### config.mk
export PLATFORM = sky130hd
export DESIGN_NAME = trimmed_mean_sample_filter
export DESIGN_NICKNAME = d
export VERILOG_FILES = /design/src/rtl/tmsf_pkg.sv /design/src/rtl/trimmed_mean_sample_filter.sv /design/src/rtl/tmsf_accum.sv
export SDC_FILE = /design/constraint.sdc
export NUM_CORES = 1
export LEC_CHECK = 0
export BUFFER_PORTS_ARGS = -buffer_cell sky130_fd_sc_hd__clkbuf_2
export CORE_MARGIN = 3
export CORE_UTILIZATION = 53
export CTS_CLUSTER_DIAMETER = 40
export DETAILED_ROUTE_END_ITERATION = 10
export GPL_ROUTABILITY_DRIVEN = 0
export PLACE_DENSITY = 0.85
export SLEW_MARGIN = 20
export SYNTH_ARGS = -nofsm -noshare
export SYNTH_HDL_FRONTEND = slang
export SYNTH_SLANG_ARGS = --single-unit
### constraint.sdc
create_clock -name aclk -period 4.62 [get_ports aclk]
set_clock_uncertainty 0.15 [all_clocks]
set_input_delay 0.924 -clock aclk [delete_from_list [all_inputs] [get_ports aclk]]
set_output_delay 0.924 -clock aclk [all_outputs]
set_load 0.02 [all_outputs]
### src/rtl/tmsf_pkg.sv
// shared constants and types for the trimmed mean sample filter
package tmsf_pkg;

    // fixed port widths
    localparam int SAMPLE_W = 12;
    localparam int MEAN_W   = 12;
    localparam int SETTLE_W = 4;

    // settle register limits
    localparam int                SETTLE_MAX   = (1 << SETTLE_W) - 1;
    localparam logic [SETTLE_W-1:0] SETTLE_RESET = 4'd2;

    // parameter defaults
    localparam int DEF_AVG_LOG2    = 4;
    localparam int DEF_SAMPLE_BITS = 12;

    // burst status from the accumulator to the top level
    typedef struct packed {
        logic              last;
        logic [MEAN_W-1:0] mean;
    } tmsf_res_t;

endpackage

### src/rtl/trimmed_mean_sample_filter.sv
// Trimmed mean sample filter top level: input register, burst accumulator,
// result register.
//
// Samples arrive on the s_ channel (s_valid, s_ready, s_sample), one transfer
// per cycle while s_ready is high. Each burst begins with settle_discard
// ignored samples, then 2^AVG_LOG2 + 2 kept samples; on the last kept sample
// the sum less the largest and smallest, shifted right by AVG_LOG2, leaves on
// the m_ channel (m_valid, m_ready, m_mean_value). Other samples give no result.
// settle_discard is written through cfg_wr_en / cfg_wr_data; a write also
// restarts the burst. Write it only while the block is idle.
// A sample is registered in the input register at its transfer; the result
// of a burst's last kept sample is then registered in the output register.
// Throughput: one sample per cycle unless s_ready drops (see below), set by the single accumulator stage.
// Reset (aresetn low, synchronous) sets settle_discard to 2, clears the
// burst and empties both registers.
// When the receiver stalls, the result waits in the output register; samples
// keep flowing until a second result would need that register, and then
// s_ready drops until the waiting result is taken.
module trimmed_mean_sample_filter #(
    parameter int AVG_LOG2    = tmsf_pkg::DEF_AVG_LOG2,
    parameter int SAMPLE_BITS = tmsf_pkg::DEF_SAMPLE_BITS
) (
    input  logic                          aclk,
    input  logic                          aresetn,
    input  logic                          cfg_wr_en,
    input  logic [tmsf_pkg::SETTLE_W-1:0] cfg_wr_data,
    input  logic                          s_valid,
    output logic                          s_ready,
    input  logic [tmsf_pkg::SAMPLE_W-1:0] s_sample,
    output logic                          m_valid,
    input  logic                          m_ready,
    output logic [tmsf_pkg::MEAN_W-1:0]   m_mean_value
);

    logic                         in_valid_reg, in_valid_next;
    logic [SAMPLE_BITS-1:0]       in_sample_reg;
    logic                         out_valid_reg, out_valid_next;
    logic [tmsf_pkg::MEAN_W-1:0]  out_mean_reg;
    logic                         out_free;
    logic                         drain;
    logic                         s_xfer;
    tmsf_pkg::tmsf_res_t          res;

    // stage handshakes
    assign out_free = !out_valid_reg || m_ready;
    assign drain    = in_valid_reg && (!res.last || out_free);
    assign s_ready  = !in_valid_reg || drain;
    assign s_xfer   = s_valid && s_ready;

    // burst accumulator
    tmsf_accum #(
        .AVG_LOG2    (AVG_LOG2),
        .SAMPLE_BITS (SAMPLE_BITS)
    ) u_accum (
        .aclk        (aclk),
        .aresetn     (aresetn),
        .cfg_wr_en   (cfg_wr_en),
        .cfg_wr_data (cfg_wr_data),
        .step_en     (drain),
        .sample      (in_sample_reg),
        .res         (res)
    );

    // input register valid
    always_comb begin
        in_valid_next = in_valid_reg;
        if (s_xfer) begin
            in_valid_next = 1'b1;
        end else if (drain) begin
            in_valid_next = 1'b0;
        end
    end

    // output register valid
    always_comb begin
        out_valid_next = out_valid_reg;
        if (drain && res.last) begin
            out_valid_next = 1'b1;
        end else if (m_ready) begin
            out_valid_next = 1'b0;
        end
    end

    // control registers
    always_ff @(posedge aclk) begin
        if (!aresetn) begin
            in_valid_reg  <= 1'b0;
            out_valid_reg <= 1'b0;
        end else begin
            in_valid_reg  <= in_valid_next;
            out_valid_reg <= out_valid_next;
        end
    end

    // payload registers, sample bits above SAMPLE_BITS dropped
    always_ff @(posedge aclk) begin
        if (s_xfer) begin
            in_sample_reg <= SAMPLE_BITS'(s_sample);
        end
        if (drain && res.last) begin
            out_mean_reg <= res.mean;
        end
    end

    assign m_valid      = out_valid_reg;
    assign m_mean_value = out_mean_reg;

`ifndef SYNTHESIS
    // a finished burst always lands in the output register
    a_last_to_out: assert property (@(posedge aclk) disable iff (!aresetn)
        drain && res.last |=> out_valid_reg)
        else $error("finished burst did not reach output register");

    // a waiting result is never overwritten
    a_no_overwrite: assert property (@(posedge aclk) disable iff (!aresetn)
        out_valid_reg && !m_ready |-> !(drain && res.last))
        else $error("waiting result overwritten");

    // an empty input register always takes a sample
    a_empty_ready: assert property (@(posedge aclk) disable iff (!aresetn)
        !in_valid_reg |-> s_ready)
        else $error("input register empty but not ready");
`endif

endmodule

### src/rtl/tmsf_accum.sv
// burst accumulator: settle count, running sum, min and max tracking, trimmed mean
module tmsf_accum #(
    parameter int AVG_LOG2    = tmsf_pkg::DEF_AVG_LOG2,
    parameter int SAMPLE_BITS = tmsf_pkg::DEF_SAMPLE_BITS
) (
    input  logic                          aclk,
    input  logic                          aresetn,
    input  logic                          cfg_wr_en,
    input  logic [tmsf_pkg::SETTLE_W-1:0] cfg_wr_data,
    input  logic                          step_en,
    input  logic [SAMPLE_BITS-1:0]        sample,
    output tmsf_pkg::tmsf_res_t           res
);

    localparam int KEEP  = (1 << AVG_LOG2) + 2;
    localparam int CNT_W = $clog2(tmsf_pkg::SETTLE_MAX + KEEP + 1);
    localparam int SUM_W = SAMPLE_BITS + AVG_LOG2 + 1;
    localparam int EXT_W = SUM_W + tmsf_pkg::MEAN_W;

    logic [tmsf_pkg::SETTLE_W-1:0] settle_reg, settle_next;
    logic [CNT_W-1:0]              cnt_reg, cnt_next;
    logic [SUM_W-1:0]              sum_reg, sum_next;
    logic [SAMPLE_BITS-1:0]        max_reg, max_next;
    logic [SAMPLE_BITS-1:0]        min_reg, min_next;

    logic [CNT_W-1:0]       settle_ext;
    logic [CNT_W-1:0]       limit;
    logic [CNT_W-1:0]       cnt_inc;
    logic                   settling;
    logic [SUM_W-1:0]       sum_new;
    logic [SAMPLE_BITS-1:0] max_new;
    logic [SAMPLE_BITS-1:0] min_new;
    logic [SUM_W-1:0]       trimmed;
    logic [EXT_W-1:0]       trim_ext;

    // burst position
    assign settle_ext = CNT_W'(settle_reg);
    assign limit      = settle_ext + CNT_W'(KEEP);
    assign cnt_inc    = cnt_reg + 1'b1;
    assign settling   = (cnt_reg < settle_ext);

    // kept sample folded into the burst
    assign sum_new = sum_reg + SUM_W'(sample);
    assign max_new = (sample > max_reg) ? sample : max_reg;
    assign min_new = (sample < min_reg) ? sample : min_reg;

    // drop largest and smallest, then divide by the power of two
    assign trimmed  = sum_new - SUM_W'(max_new) - SUM_W'(min_new);
    assign trim_ext = EXT_W'(trimmed);

    assign res.last = !settling && (cnt_inc == limit);
    assign res.mean = trim_ext[AVG_LOG2 +: tmsf_pkg::MEAN_W];

    // next burst state
    always_comb begin
        settle_next = settle_reg;
        cnt_next    = cnt_reg;
        sum_next    = sum_reg;
        max_next    = max_reg;
        min_next    = min_reg;
        if (cfg_wr_en) begin
            settle_next = cfg_wr_data;
            cnt_next    = '0;
            sum_next    = '0;
            max_next    = '0;
            min_next    = '1;
        end else if (step_en) begin
            if (settling) begin
                cnt_next = cnt_inc;
            end else if (res.last) begin
                cnt_next = '0;
                sum_next = '0;
                max_next = '0;
                min_next = '1;
            end else begin
                cnt_next = cnt_inc;
                sum_next = sum_new;
                max_next = max_new;
                min_next = min_new;
            end
        end
    end

    // burst state registers
    always_ff @(posedge aclk) begin
        if (!aresetn) begin
            settle_reg <= tmsf_pkg::SETTLE_RESET;
            cnt_reg    <= '0;
            sum_reg    <= '0;
            max_reg    <= '0;
            min_reg    <= '1;
        end else begin
            settle_reg <= settle_next;
            cnt_reg    <= cnt_next;
            sum_reg    <= sum_next;
            max_reg    <= max_next;
            min_reg    <= min_next;
        end
    end

`ifndef SYNTHESIS
    // the count never runs past the end of a burst
    a_cnt_in_burst: assert property (@(posedge aclk) disable iff (!aresetn)
        cnt_reg < limit)
        else $error("burst count past end of burst");

    // a finished burst leaves the state cleared
    a_clear_after_last: assert property (@(posedge aclk) disable iff (!aresetn)
        step_en && res.last |=> cnt_reg == '0 && sum_reg == '0)
        else $error("burst state not cleared after last sample");

    // while settling nothing is accumulated
    a_no_sum_settling: assert property (@(posedge aclk) disable iff (!aresetn)
        settling |-> sum_reg == '0 && max_reg == '0)
        else $error("accumulation during settling");
`endif

endmodule
======== After elaboration in Yosys (flattened, before gate mapping) ========
Index checks and enable logic that the tools add are counted.
word-level totals
  register bits ........................... 77
  logic and storage cells ................. 46
operators by class
  add/subtract/negate cells ............... 5
  $lt $le $gt $ge ......................... 3
  equal/unequal tests ..................... 1
  muxes and demuxes ....................... 11
  bitwise logic cells ..................... 2
  reductions and logical operators ........ 15
operators with widths
  cell                 number
  $mux 12              4
  $sub 16x12->16       2
  $add 17x12->17       1
  $mux 17              1
  $gt 12x12->1         1
  $lt 12x12->1         1
  $mux 6               2
  $add 4x5->6 const B  1
  $add 6x1->6 const B  1
  $eq 6x6->1           1
  $lt 6x4->1           1
  $logic_and 1x1->1    4
  $logic_not 1->1      4
  $mux 1               4
  $reduce_bool 2->1    2
  $logic_or 1x1->1     3
  $not 1->1            2
  $reduce_and 2->1     1
  $reduce_or 2->1      1

======== Logic depth before layout (Yosys ltp) ========
  depth after elaboration ................. 9
  gate-level depth with buffers ........... 20

======== Modules after synthesis ========
A second synthesis with hierarchy kept.
second synthesis, totals
  cell total of the unflattened synthesis .. 549
  area, all modules ....................... 5162.5 µm²
by module, submodules not included
  module                      times used  cells an instance  area each (µm²)
  tmsf_accum                  1           513                4324.1
  trimmed_mean_sample_filter  1           36                 838.3

======== Worst setup path after synthesis ========
OpenSTA, ideal clock, no wires.
  path type ............................... register to register
  from .................................... reg in_sample_reg[5]
  to ...................................... reg out_mean_reg (netlist bit m_mean_value[11]) (data pin)
  library setup time ...................... 0.262 ns
  arrival time ............................ 4.173 ns
  setup slack ............................. 0.035 ns
  stages on the path, launching flop included .. 19
  clock period less this slack ............ 4.585 ns
  cell sequence ........................... edfxtp_1 -> ha_1 -> a21o_1 -> a21o_1 -> a21oi_1 -> or2_2 -> a21oi_1 -> clkbuf_1 -> nor2_1 -> a21oi_1 -> fa_1 -> ha_1 -> o21ai_0 -> a21oi_1 -> nor4_1 -> o21ai_0 -> a41oi_1 -> nand4_1 -> xnor2_1
RTL lines
  item                      RTL line                           text
  start: declaration        trimmed_mean_sample_filter.sv:36   logic [SAMPLE_BITS-1:0] in_sample_reg;
  start signal: assignment  trimmed_mean_sample_filter.sv:98   in_sample_reg <= SAMPLE_BITS'(s_sample);
  end signal: assignment    trimmed_mean_sample_filter.sv:101  out_mean_reg <= res.mean;
  end: declaration          trimmed_mean_sample_filter.sv:38   logic [tmsf_pkg::MEAN_W-1:0] out_mean_reg;

==> results.json <==
{
  "layout_commonest_cell": "ha_1",
  "max_slew_margin_pct": 59.8,
  "fin_setup_tns_ns": 0,
  "synth-edff-count": 24,
  "p_leak_nw": 2.44,
  "synthesis.instances": 534,
  "crit_fanout": 6,
  "start_util_pct": 54.8,
  "row_count": 35,
  "cp.required_ns": 4.58,
  "crit_path_start": "in_sample_reg[1]",
  "grt_max_degree": 32,
  "cts.path.max_buffers": 2,
  "grt_usage_pct": 23.0,
  "cp-end-kind": "flip-flop",
  "drive_above_1_share_pct": 18.0,
  "clock_sinks": 76,
  "synthesis.nets": 622,
  "syn2layout_area_growth_pct": 15.0,
  "holdWs_ns": 0.317,
  "drt_first_pass_iters": 5,
  "grt_pass1_vias": 4285,
  "grt_pass1_wl_um": 20500,
  "syn_area_mm2": 0.00509,
  "wire_per_inst_um": 17.3,
  "hold_depth": 2,
  "io_buffers": 34,
  "finalPower_w": 0.00179,
  "synthMuxAreaShare_pct": 2.80,
  "htreeDepth": 3,
  "cts_made_buffers": 9,
  "via_per_inst": 6.02,
  "diodes": 0,
  "tightest_slew_ns": 0.603,
  "power_frac_clock_pct": 28.6,
  "synth_xor_area_share_pct": 4.57,
  "p_comb_share_pct": 29.9,
  "drv_cap": 0,
  "finalWorstSetupSlack_ns": 0.145,
  "synth-seq-cells": 76,
  "drcViolationCount": 0,
  "p_sw_w": 0.000578,
  "synth-seq-area-share_pct": 34.6,
  "dieArea_mm2": 0.0108,
  "ir_drop_uv": 165,
  "synth_fa_ha_area_share_pct": 18.1,
  "critical_path_class": "flip-flop to flip-flop",
  "seqPwrFrac_pct": 41.5,
  "min_to": "u_accum.sum_reg[11]",
  "grt-ovfl-total": 0,
  "largest_register_ffs": 16,
  "grtUsageMet2_pct": 38.5,
  "synth_compound_area_share_pct": 21.6,
  "yosys_most_used_dff": "dfxtp_1",
  "holdCritStartpoint": "u_accum.sum_reg[11]",
  "start_kind": "flip-flop",
  "power.internal_w": 0.00121,
  "r2r_slack_ns": 0.15,
  "synthArstFlopShare_pct": 0,
  "synth_top_family_by_area": "compound AO/OA/AOI/OAI gates",
  "final_cell_mix": "ha_1 (53), dfxtp_1 (52), inv_1 (48)",
  "vias": 4359,
  "reg2reg_from": "in_sample_reg[1]",
  "place_hpwl_um": 8910,
  "worstRegToRegCells": 17,
  "cts_tree": "built",
  "die_h_um": 104,
  "max_freq_ghz": 0.223,
  "synth_simple_gate_area_share_pct": 12.9,
  "antenna_found_initial": 0,
  "core_mm2": 0.00928,
  "reg2reg_to": "m_mean_value[11]",
  "clk_latency_ns": 0.36,
  "fp.dieW_um": 104,
  "wl_um": 12500,
  "p_sw_share_pct": 32.3,
  "yosys_warnings": 0,
  "post-place-ws_ns": -0.0925,
  "use_met3_pct": 3.85,
  "ys_types": 63,
  "detail-route-antenna-nets": 0,
  "power-per-cell-area_mw_per_mm2": 306,
  "worstPathArrival_ns": 4.43,
  "period_needed_ns": 4.47,
  "grt_util_met1_pct": 29.4,
  "grt_most_used_layer": "met2",
  "io_pins": 35,
  "outcome": "finished clean",
  "hold_viol_final": 0,
  "synth_area_per_cell_um2": 9.53,
  "slew_viol_final": 0,
  "fin_nets": 678,
  "initialDrtViolationCount": 371,
  "clkTransAtPathRegs_ns": 0.08,
  "root_buffer": "clkbuf_8",
  "finalCritPeriodShare_pct": 96.9,
  "hold_class": "flip-flop to flip-flop",
  "finalSetupViolations": 0
}
-- synthesized netlist by cell type, types with 4 or more instances --
library cell  number  area share [%]
a211oi_1           5            0.74
a21o_1            10             1.5
a21oi_1           34             3.3
a22oi_1            9             1.3
a2bb2oi_1          4            0.69
a32o_1            12             2.4
and3_1             5            0.61
buf_2              4            0.39
clkbuf_1          12            0.88
dfxtp_1           52              20
edfxtp_1          24              14
fa_1              11             4.3
ha_1              56              14
inv_1             48             3.5
mux2i_1           12             2.4
nand2_1           34             2.5
nand2b_1           8            0.98
nand3_1            8            0.79
nand4_1            8            0.98
nor2_1            38             2.8
nor2b_1           10             1.2
nor3_1             9            0.88
o211ai_1           7             1.0
o21a_1             4            0.59
o21ai_0           25             2.5
o32a_1            12             2.4
xnor2_1           22             3.8
-- area by class of cell --
type	instances	area, µm²
clock buffer	9	124
clock inverter	7	67.6
fill	772	3430
inverter	48	180
multi-input combinational	391	3150
sequential	76	1760
tap	129	161
timing repair buffer	64	408
-- how the worst max path moves through the flow --
stage / cells past startpoint / end
6_report: 17 / m_mean_value[11]
4_1_cts: 18 / m_mean_value[11]
5_1_grt: 20 / m_mean_value[4]
3_3_place_gp: 17 / m_mean_value[11]
3_5_place_dp: 17 / m_mean_value[11]
2_1_floorplan: 18 / m_mean_value[11]
-- layer usage --
| layer | vias up | part of all wire (%) |
|---|---|---|
| met5 | - | 0 |
| met4 | 0 | 2.3 |
| met3 | 29 | 6.6 |
| met2 | 187 | 49 |
| met1 | 2073 | 42 |
| li1 | 2070 | - |
-- per-stage QoR --
step / cell area [µm²] / utilization, % / instances
after floorplan: 5090 / - / 534
after global placement: 5500 / 59.2 / 699
after detailed placement: 5500 / 59.2 / 699
after CTS: 5710 / 61.5 / 715
after global routing: 5850 / 63.1 / 724
final: 5850 / 63.1 / 724
-- worst max-delay path: stages (launching register included) --
cell	delay (ns)
edfxtp_1	0.40
buf_4	0.18
ha_1	0.27
a21oi_1	0.08
o21ai_1	0.16
nand4_1	0.18
a32oi_4	0.43
buf_4	0.18
mux2i_1	0.23
fa_1	0.47
ha_1	0.32
o21ai_1	0.15
a21oi_2	0.08
nor4_2	0.29
o21ai_2	0.12
a41oi_2	0.21
nand4_1	0.15
xnor2_1	0.16
-- power groups by stage --
stage | logic (W) | clock network, W | registers, W
global route | 0.000600 | 0.000545 | 0.000744
detailed placement | 0.000488 | 0 | 0.000758
global placement | 0.000461 | 0 | 0.000756
CTS | 0.000495 | 0.000515 | 0.000742
floorplan | 0.000356 | 0 | 0.000758
finish | 0.000536 | 0.000512 | 0.000742
-- cell families after synthesis --
logic type / count (synthesis)
buffers and inverters: 67
and+or+nand+nor: 134
DFF: 76
adders and majority gates: 67
AOI/OAI and AO/OA: 151
xor gates and xnor gates: 25
muxes: 14
-- timing repair --
action	in CTS	in global routing
hold buffers	0	0
pin swaps	0	9
endpoints found under the setup margin	2	7
gates resized for setup	4	21
buffers inserted	0	9
Note: power is estimated with default switching activity, not from simulation.
